$ cat src/design/bpm_pkg.sv
`default_nettype none
package bpm_pkg;

    typedef enum logic [1:0] {
        CMD_FETCH = 2'd0,
        CMD_UNPIN = 2'd1,
        CMD_NEW   = 2'd2,
        CMD_FLUSH = 2'd3
    } t_cmd;

    typedef enum logic [2:0] {
        ST_HIT       = 3'd0,
        ST_LOADED    = 3'd1,
        ST_EXHAUSTED = 3'd2,
        ST_UNPINNED  = 3'd3,
        ST_ABSENT    = 3'd4,
        ST_FLUSHED   = 3'd5,
        ST_DISK      = 3'd6
    } t_status;

    typedef enum logic [1:0] {
        OP_NONE  = 2'd0,
        OP_READ  = 2'd1,
        OP_WBACK = 2'd2,
        OP_ZERO  = 2'd3
    } t_op;

    typedef enum logic [3:0] {
        S_IDLE, S_NEWW, S_LA, S_LB, S_HIT, S_MISS, S_VS, S_WR, S_WB,
        S_LOAD, S_EXH, S_FA, S_FE, S_FD
    } t_state;

    typedef struct packed {
        logic [2:0]  status;
        logic [4:0]  frame;
        logic [1:0]  disk_op;
        logic [31:0] disk_page_id;
        logic        last;
    } t_res;

endpackage
`default_nettype wire

$ cat src/design/bpm_if.sv
`default_nettype none
interface bpm_in_if;
    logic        valid;
    logic        ready;
    logic [1:0]  command;
    logic [31:0] page_id;
    logic        mark_dirty;
    modport source(output valid, command, page_id, mark_dirty, input ready);
    modport sink(input valid, command, page_id, mark_dirty, output ready);
endinterface

interface bpm_out_if;
    logic        valid;
    logic        ready;
    logic [2:0]  status;
    logic [4:0]  frame;
    logic [1:0]  disk_op;
    logic [31:0] disk_page_id;
    logic        last;
    modport source(output valid, status, frame, disk_op, disk_page_id, last, input ready);
    modport sink(input valid, status, frame, disk_op, disk_page_id, last, output ready);
endinterface
`default_nettype wire

$ cat src/design/buffer_pool_lru_frame_manager.sv
`default_nettype none
// Buffer pool frame manager with least-recently-used replacement and pin
// counts. One command beat is taken at a time and the input is not ready
// until every result beat of that command has been loaded into the output
// register. A lookup walks the frames in two steps each (page memory read,
// then compare). A miss on a full pool adds a victim search over every
// frame through the shared rank comparator. A flush walks every frame and
// takes an extra step for each dirty frame to emit its write-back.
// Recency is kept as a rank per frame (zero is most recent), which holds
// the same order as a most-recent-first list. Output stalls only hold the
// sequencer in its emitting state.
module buffer_pool_lru_frame_manager #(
    parameter int POOL_FRAMES  = 32,
    parameter int PAGE_ID_BITS = 32,
    parameter int PIN_BITS     = 16
) (
    input  wire logic i_clk,
    input  wire logic i_rst_n,
    bpm_in_if.sink    i_in,
    bpm_out_if.source o_out
);
    import bpm_pkg::*;

    localparam int CW = $clog2(POOL_FRAMES + 1);
    localparam int FW = (POOL_FRAMES > 1) ? $clog2(POOL_FRAMES) : 1;
    localparam logic [PIN_BITS-1:0] PIN_MAX = '1;
    localparam logic [CW-1:0] LAST_IDX = CW'(POOL_FRAMES - 1);

    t_state r_state, n_state;

    // Page memory with registered read at the scan index.
    logic [PAGE_ID_BITS-1:0] r_pmem [POOL_FRAMES];
    logic [PAGE_ID_BITS-1:0] r_rd;

    logic                r_valid [POOL_FRAMES];
    logic                r_dirty [POOL_FRAMES];
    logic [PIN_BITS-1:0] r_pins  [POOL_FRAMES];
    logic [CW-1:0]       r_rank  [POOL_FRAMES];
    logic [CW-1:0]       r_in_use;

    t_cmd                    r_cmd;
    logic [PAGE_ID_BITS-1:0] r_pid;
    logic                    r_mark;
    logic [CW-1:0]           r_idx, n_idx;
    logic [FW-1:0]           r_f, n_f;
    logic [FW-1:0]           r_vic, n_vic;
    logic [CW-1:0]           r_best, n_best;
    logic                    r_found, n_found;

    t_res r_res, n_res;
    logic r_ov;

    logic emit, free;
    logic do_touch, do_load, pin_inc, pin_dec, set_dirty, clr_dirty, fill;
    logic [CW-1:0] touch_p;

    logic [63:0] in_ext;
    logic [63:0] pid_ext, rd_ext;
    logic [FW-1:0] ix;
    logic take;

    assign in_ext  = 64'(i_in.page_id);
    assign pid_ext = 64'(r_pid);
    assign rd_ext  = 64'(r_rd);
    assign ix      = r_idx[FW-1:0];
    assign free    = !r_ov || o_out.ready;
    assign take    = (r_pins[ix] == '0) && (!r_found || r_rank[ix] > r_best);
    assign fill    = !r_valid[r_f];

    assign i_in.ready         = (r_state == S_IDLE);
    assign o_out.valid        = r_ov;
    assign o_out.status       = r_res.status;
    assign o_out.frame        = r_res.frame;
    assign o_out.disk_op      = r_res.disk_op;
    assign o_out.disk_page_id = r_res.disk_page_id;
    assign o_out.last         = r_res.last;

    always_ff @(posedge i_clk) begin
        if (!i_rst_n) begin
            r_state <= S_IDLE;
        end else begin
            r_state <= n_state;
        end
    end

    always_comb begin
        n_state   = r_state;
        n_idx     = r_idx;
        n_f       = r_f;
        n_vic     = r_vic;
        n_best    = r_best;
        n_found   = r_found;
        n_res     = r_res;
        emit      = 1'b0;
        do_touch  = 1'b0;
        do_load   = 1'b0;
        pin_inc   = 1'b0;
        pin_dec   = 1'b0;
        set_dirty = 1'b0;
        clr_dirty = 1'b0;
        touch_p   = r_rank[r_f];
        case (r_state)
            S_IDLE: begin
                n_idx = '0;
                if (i_in.valid) begin
                    case (t_cmd'(i_in.command))
                        CMD_NEW:   n_state = S_NEWW;
                        CMD_FLUSH: n_state = S_FA;
                        default:   n_state = S_LA;
                    endcase
                end
            end
            S_NEWW: begin
                if (free) begin
                    emit    = 1'b1;
                    n_res   = '{ST_DISK, 5'd0, OP_ZERO, pid_ext[31:0], 1'b0};
                    n_state = S_LA;
                end
            end
            S_LA: n_state = S_LB;
            S_LB: begin
                if (r_valid[ix] && r_rd == r_pid) begin
                    n_f     = ix;
                    n_state = S_HIT;
                end else if (r_idx == LAST_IDX) begin
                    n_state = S_MISS;
                end else begin
                    n_idx   = r_idx + 1'b1;
                    n_state = S_LA;
                end
            end
            S_HIT: begin
                if (free) begin
                    emit    = 1'b1;
                    n_state = S_IDLE;
                    if (r_cmd == CMD_UNPIN) begin
                        pin_dec   = 1'b1;
                        set_dirty = r_mark;
                        n_res = '{ST_UNPINNED, 5'(r_f), OP_NONE, pid_ext[31:0], 1'b1};
                    end else begin
                        pin_inc  = 1'b1;
                        do_touch = 1'b1;
                        n_res = '{ST_HIT, 5'(r_f), OP_NONE, pid_ext[31:0], 1'b1};
                    end
                end
            end
            S_MISS: begin
                n_idx   = '0;
                n_found = 1'b0;
                if (r_cmd == CMD_UNPIN) begin
                    if (free) begin
                        emit    = 1'b1;
                        n_res   = '{ST_ABSENT, 5'd0, OP_NONE, pid_ext[31:0], 1'b1};
                        n_state = S_IDLE;
                    end
                end else if (r_in_use < CW'(POOL_FRAMES)) begin
                    n_f     = r_in_use[FW-1:0];
                    n_state = S_LOAD;
                end else begin
                    n_state = S_VS;
                end
            end
            S_VS: begin
                if (take) begin
                    n_found = 1'b1;
                    n_best  = r_rank[ix];
                    n_vic   = ix;
                end
                if (r_idx == LAST_IDX) begin
                    if (!n_found) begin
                        n_state = S_EXH;
                    end else begin
                        n_f = n_vic;
                        if (r_dirty[n_vic]) begin
                            n_idx   = CW'(n_vic);
                            n_state = S_WR;
                        end else begin
                            n_state = S_LOAD;
                        end
                    end
                end else begin
                    n_idx = r_idx + 1'b1;
                end
            end
            S_WR: n_state = S_WB;
            S_WB: begin
                if (free) begin
                    emit    = 1'b1;
                    n_res   = '{ST_DISK, 5'(r_f), OP_WBACK, rd_ext[31:0], 1'b0};
                    n_state = S_LOAD;
                end
            end
            S_LOAD: begin
                if (free) begin
                    emit     = 1'b1;
                    do_load  = 1'b1;
                    do_touch = 1'b1;
                    touch_p  = fill ? r_in_use : r_rank[r_f];
                    n_res    = '{ST_LOADED, 5'(r_f), OP_READ, pid_ext[31:0], 1'b1};
                    n_state  = S_IDLE;
                end
            end
            S_EXH: begin
                if (free) begin
                    emit    = 1'b1;
                    n_res   = '{ST_EXHAUSTED, 5'd0, OP_NONE, pid_ext[31:0], 1'b1};
                    n_state = S_IDLE;
                end
            end
            S_FA: begin
                if (r_valid[ix] && r_dirty[ix]) begin
                    n_state = S_FE;
                end else if (r_idx == LAST_IDX) begin
                    n_state = S_FD;
                end else begin
                    n_idx = r_idx + 1'b1;
                end
            end
            S_FE: begin
                if (free) begin
                    emit      = 1'b1;
                    clr_dirty = 1'b1;
                    n_res     = '{ST_DISK, 5'(ix), OP_WBACK, rd_ext[31:0], 1'b0};
                    if (r_idx == LAST_IDX) begin
                        n_state = S_FD;
                    end else begin
                        n_idx   = r_idx + 1'b1;
                        n_state = S_FA;
                    end
                end
            end
            S_FD: begin
                if (free) begin
                    emit    = 1'b1;
                    n_res   = '{ST_FLUSHED, 5'd0, OP_NONE, 32'd0, 1'b1};
                    n_state = S_IDLE;
                end
            end
            default: n_state = S_IDLE;
        endcase
    end

    // Datapath and sequencer registers without reset.
    always_ff @(posedge i_clk) begin
        r_rd    <= r_pmem[ix];
        r_idx   <= n_idx;
        r_f     <= n_f;
        r_vic   <= n_vic;
        r_best  <= n_best;
        r_found <= n_found;
        r_res   <= n_res;
        if (r_state == S_IDLE && i_in.valid) begin
            r_cmd  <= t_cmd'(i_in.command);
            r_pid  <= in_ext[PAGE_ID_BITS-1:0];
            r_mark <= i_in.mark_dirty;
        end
        if (do_load) begin
            r_pmem[r_f] <= r_pid;
        end
        if (do_touch) begin
            for (int j = 0; j < POOL_FRAMES; j++) begin
                if (r_valid[j] && r_rank[j] < touch_p) begin
                    r_rank[j] <= r_rank[j] + 1'b1;
                end
            end
            r_rank[r_f] <= '0;
        end
    end

    // Frame control state.
    always_ff @(posedge i_clk) begin
        if (!i_rst_n) begin
            r_ov     <= 1'b0;
            r_in_use <= '0;
            for (int j = 0; j < POOL_FRAMES; j++) begin
                r_valid[j] <= 1'b0;
                r_dirty[j] <= 1'b0;
                r_pins[j]  <= '0;
            end
        end else begin
            if (emit) begin
                r_ov <= 1'b1;
            end else if (o_out.ready) begin
                r_ov <= 1'b0;
            end
            if (pin_inc && r_pins[r_f] != PIN_MAX) begin
                r_pins[r_f] <= r_pins[r_f] + 1'b1;
            end
            if (pin_dec && r_pins[r_f] != '0) begin
                r_pins[r_f] <= r_pins[r_f] - 1'b1;
            end
            if (set_dirty) begin
                r_dirty[r_f] <= 1'b1;
            end
            if (clr_dirty) begin
                r_dirty[ix] <= 1'b0;
            end
            if (do_load) begin
                r_valid[r_f] <= 1'b1;
                r_dirty[r_f] <= 1'b0;
                r_pins[r_f]  <= PIN_BITS'(1);
                if (fill) begin
                    r_in_use <= r_in_use + 1'b1;
                end
            end
        end
    end

endmodule
`default_nettype wire

$ cat src/flat_wrapper.sv
// flat-port wrapper written by rule: the top's interface ports become plain ports
module buffer_pool_lru_frame_manager_flat import bpm_pkg::*;
#(
    parameter int POOL_FRAMES  = 32,
    parameter int PAGE_ID_BITS = 32,
    parameter int PIN_BITS     = 16
)
  (i_clk, i_rst_n, i_in_valid, i_in_command, i_in_page_id, i_in_mark_dirty, i_in_ready, o_out_valid, o_out_status, o_out_frame, o_out_disk_op, o_out_disk_page_id, o_out_last, o_out_ready);
  bpm_in_if i_in_i ();
  bpm_out_if o_out_i ();
  input  wire logic i_clk;
  input  wire logic i_rst_n;
  input wire logic [$bits(i_in_i.valid)-1:0] i_in_valid;
  input wire logic [$bits(i_in_i.command)-1:0] i_in_command;
  input wire logic [$bits(i_in_i.page_id)-1:0] i_in_page_id;
  input wire logic [$bits(i_in_i.mark_dirty)-1:0] i_in_mark_dirty;
  output wire logic [$bits(i_in_i.ready)-1:0] i_in_ready;
  output wire logic [$bits(o_out_i.valid)-1:0] o_out_valid;
  output wire logic [$bits(o_out_i.status)-1:0] o_out_status;
  output wire logic [$bits(o_out_i.frame)-1:0] o_out_frame;
  output wire logic [$bits(o_out_i.disk_op)-1:0] o_out_disk_op;
  output wire logic [$bits(o_out_i.disk_page_id)-1:0] o_out_disk_page_id;
  output wire logic [$bits(o_out_i.last)-1:0] o_out_last;
  input wire logic [$bits(o_out_i.ready)-1:0] o_out_ready;
  assign i_in_i.valid = i_in_valid;
  assign i_in_i.command = i_in_command;
  assign i_in_i.page_id = i_in_page_id;
  assign i_in_i.mark_dirty = i_in_mark_dirty;
  assign i_in_ready = i_in_i.ready;
  assign o_out_valid = o_out_i.valid;
  assign o_out_status = o_out_i.status;
  assign o_out_frame = o_out_i.frame;
  assign o_out_disk_op = o_out_i.disk_op;
  assign o_out_disk_page_id = o_out_i.disk_page_id;
  assign o_out_last = o_out_i.last;
  assign o_out_i.ready = o_out_ready;
  buffer_pool_lru_frame_manager #(.POOL_FRAMES(POOL_FRAMES), .PAGE_ID_BITS(PAGE_ID_BITS), .PIN_BITS(PIN_BITS)) u_core (.i_clk(i_clk), .i_rst_n(i_rst_n), .i_in(i_in_i), .o_out(o_out_i));
endmodule
$ cat config.mk
export PLATFORM = sky130hd
export DESIGN_NAME = buffer_pool_lru_frame_manager_flat
export DESIGN_NICKNAME = d
export VERILOG_FILES = /design/src/design/bpm_pkg.sv /design/src/design/bpm_if.sv /design/src/design/buffer_pool_lru_frame_manager.sv /design/src/flat_wrapper.sv
export SDC_FILE = /design/constraint.sdc
export NUM_CORES = 2
export LEC_CHECK = 0
export ABC_CLOCK_PERIOD_IN_PS = 9970
export BUFFER_PORTS_ARGS = -buffer_cell sky130_fd_sc_hd__buf_2
export CAP_MARGIN = 20
export CORE_MARGIN = 2
export CORE_UTILIZATION = 30
export CTS_BUF_LIST = sky130_fd_sc_hd__clkbuf_4 sky130_fd_sc_hd__clkbuf_8
export CTS_CLUSTER_DIAMETER = 150
export CTS_CLUSTER_SIZE = 8
export DETAILED_ROUTE_END_ITERATION = 6
export SLEW_MARGIN = 15
export SYNTH_ARGS = -nofsm -noshare
export SYNTH_HDL_FRONTEND = slang
export SYNTH_SLANG_ARGS = --single-unit
$ cat constraint.sdc
create_clock -name i_clk -period 9.97 [get_ports i_clk]
set_clock_uncertainty 0.15 [all_clocks]
set_input_delay 2.4925 -clock i_clk [delete_from_list [all_inputs] [get_ports i_clk]]
set_output_delay 2.4925 -clock i_clk [all_outputs]
set_load 0.1 [all_outputs]
==> metrics.cfg <==
[global_routing]
track_usage_pct=17.29
gr-total-overflow=0
grt_pass1_wl_um=383600
grt_pass1_vias=54720
grt_max_degree=69
antenna_found_initial=7

[timing]
tightestPinTransition_ns=1.150
setup-tns-final_ns=0
slew_viol_final=0
rsz0062_at_grt=false
fmax_ghz=0.1237
timing.final.ws_setup_ns=1.887
hold_viol=0
setup_viol=0
finalCriticalPeriod_ns=8.083
final.period_utilization_pct=81.08
slew_headroom_pct=23.33

[clock_tree]
ctsResizeCount=0
cts_tree=done
cts_sinks=1946
post_cts_buffers=0
cts-htree-levels=5
cts_hold_buf=0
cts_buffers=285
cts_root_buffer=clkbuf_8
clkTransAtPathRegs_ns=0.07
clk_latency_ns=0.97
cts_buffer_depth=4

[routing]
finalWirelength_um=267100
antenna_left=0
wire_per_inst_um=25.96
vias_per_cell=5.468
first_iter_violations=6940
dr.pass1.iters=7
drc=0
vias=56260

[logic_synthesis]
synthFlopType=edfxtp_1
synthArstFlopShare_pct=0
yosys_register_bits=1946
synth-edff-count=1637
ys_types=74
ys_warn_count=0
syn_avg_cell_area_um2=14.54
synth_fp_nets=6313
synthCells=6059
seq_area_frac_synth_pct=62.84
netlist_area_um2=88070

[layout]
final_util_pct=33.93
nets=6473
layout-drive-gt1-share_pct=19.59
fin_cells=10290
num-fill-cells=28020
final_cell_mix=1637 x edfxtp_1, 835 x nor2_1, 446 x mux4_2
fin_area_um2=98930
layout_commonest_cell=edfxtp_1
areaGrowthSynthToFinish_pct=12.33

[placed_design]
dpl.hpwl_um=158700
dpl_worst_slack_ns=2.064
portBuffers=83
place_area_um2=93410
dp_cells=9819
gp_congestion=0.9031

[worst_setup_path]
rrSetupSlack_ns=1.89
start_kind=flip-flop
required_ns=10.47
arrival_ns=8.58
cp-end-kind=flip-flop
path_class=reg -> reg
crit_fanout=49

[floorplan]
coreArea_um2=291600
fp.dieW_um=545.8
die_area_um2=297900
initial_core_util_pct=30.21
row_count=198
die_h_um=545.8
ios=84

[job]
max_cap_viol_count=0

[hold_path]
hold_path_class=reg -> reg

[pwr]
ir_drop_mv=0.4352
leakagePower_nw=33.69
powerDensity_nw_per_um2=241.4

[run_status]
outcome=completed

[final cells by class]
type	instances	area (um2)	area share, %
Antenna cell	4	10.01	0.01012
Sequential cell	1946	55370	55.96
Inverter	105	395.4	0.3996
Clock buffer	439	5129	5.184
Tap cell	3900	4880	4.932
Clock inverter	15	137.6	0.1391
Timing Repair Buffer	224	1675	1.693
Multi-Input combinational cell	3657	31340	31.68
[cell families after synthesis]
group | share of synthesized area (%)
simple gates | 8.650
fa+ha+maj | 3.063
buf+inv | 2.041
compound gates | 6.048
flops | 62.84
mux | 15.53
xor+xnor | 1.830
[cell usage after synthesis (5+ instances only)]
| cell type | n | area [um2] |
|---|---|---|
| or3_1 | 67 | 419.2 |
| o21a_1 | 5 | 37.54 |
| or4_1 | 25 | 187.7 |
| nor3_1 | 28 | 140.1 |
| a31oi_1 | 11 | 68.82 |
| nand3_1 | 44 | 220.2 |
| inv_1 | 102 | 382.9 |
| nor3b_1 | 5 | 37.54 |
| o2111a_1 | 29 | 326.6 |
| a22oi_1 | 12 | 90.09 |
| or2_2 | 38 | 237.7 |
| mux4_2 | 446 | 10040 |
| nand2_1 | 347 | 1303 |
| o21bai_1 | 6 | 45.04 |
| mux2_2 | 10 | 112.6 |
| nor2b_1 | 16 | 100.1 |
| nand4_1 | 75 | 469.2 |
| mux2i_1 | 341 | 3413 |
| buf_2 | 63 | 315.3 |
| o221ai_1 | 163 | 1428 |
| a211oi_1 | 11 | 82.58 |
| clkbuf_1 | 233 | 874.6 |
| a21o_1 | 93 | 698.2 |
| nor4_1 | 114 | 713.2 |
| ha_1 | 214 | 2678 |
| and2_1 | 6 | 37.54 |
| nand2b_1 | 51 | 319.1 |
| a21oi_1 | 135 | 675.7 |
| xnor2_1 | 44 | 385.4 |
| xor2_1 | 140 | 1226 |
| dfxtp_1 | 309 | 6186 |
| and3_1 | 5 | 31.28 |
| a22o_1 | 33 | 289.0 |
| edfxtp_1 | 1637 | 49160 |
| buf_1 | 53 | 198.9 |
| o211ai_1 | 29 | 217.7 |
| o31ai_1 | 21 | 157.7 |
| nor2_1 | 870 | 3266 |
| o21ai_0 | 129 | 645.6 |
| o22ai_1 | 37 | 231.5 |
[layer usage]
| layer | track usage [%] | up-vias | share of wire [%] |
|---|---|---|---|
| met2 | 27.08 | 3025 | 46 |
| met5 | 0 | - | 0.0052 |
| met3 | 3.104 | 606 | 8.7 |
| met4 | 7.699 | 2 | 4.6 |
| met1 | 23.39 | 28770 | 41 |
| li1 | - | 23860 | - |
[flip-flops by register name, summed over array words and instances, names as in the netlist, 3 cells and up, named ones only]
register                   flops
u_core.r_state                 4
u_core.r_idx                   6
u_core.r_valid                32
u_core.o_out.status            3
u_core.r_f                     5
u_core.r_best                  6
u_core.r_pid                  32
u_core.o_out.frame             5
u_core.r_rd                   32
u_core.r_vic                   5
u_core.o_out.disk_page_id     32
u_core.r_in_use                6
u_core.r_dirty                32
u_core.r_rank                192
u_core.r_pins                512
u_core.r_pmem               1024
[final timing paths]
| kind | startpoint | end | cells after the start |
|---|---|---|---|
| max | flip-flop | u_core.r_pins[13][14]$_SDFFCE_PN0P_ | 24 |
| min | u_core.r_dirty[23]$_DFF_P_ | u_core.r_dirty[23]$_DFF_P_ | 2 |
| max reg2reg | flip-flop | u_core.r_pins[13][14]$_SDFFCE_PN0P_ | 24 |
| min reg2reg | u_core.r_dirty[23]$_DFF_P_ | u_core.r_dirty[23]$_DFF_P_ | 2 |
[critical path, cell delays in order, from the launching register on]
cell,delay [ns]
dfxtp_4,0.81
buf_12,0.41
mux4_2,0.56
mux4_2,0.52
mux2i_1,0.45
nand4_1,0.14
nor4_1,0.52
nor2_1,0.12
buf_4,0.23
fa_1,0.48
a21o_1,0.18
a21oi_1,0.22
o21bai_1,0.09
a21oi_1,0.23
o21bai_1,0.09
a21oi_1,0.23
o21bai_1,0.10
a21oi_1,0.24
o21bai_1,0.09
a21oi_1,0.23
o21bai_1,0.11
a21oi_1,0.25
xor2_2,0.78
buf_4,0.38
nor2_1,0.08
[through the flow]
stage                     hold WS [ns]  total power, mW
after floorplan                 0.2937            15.22
after global placement          0.3107            17.57
after detailed placement        0.3236            17.64
after CTS                       0.3347            23.94
after global routing            0.3676            24.76
final                           0.3361            23.88
[power breakdown]
part | switching, mW | leakage [nW] | internal [mW]
combinational | 4.93 | 12.9 | 2.51
clock | 3.08 | 2.82 | 3.25
sequential | 0.614 | 18.0 | 9.49
total | 8.63 | 33.7 | 15.3
Note: power is estimated with default switching activity, not from simulation.
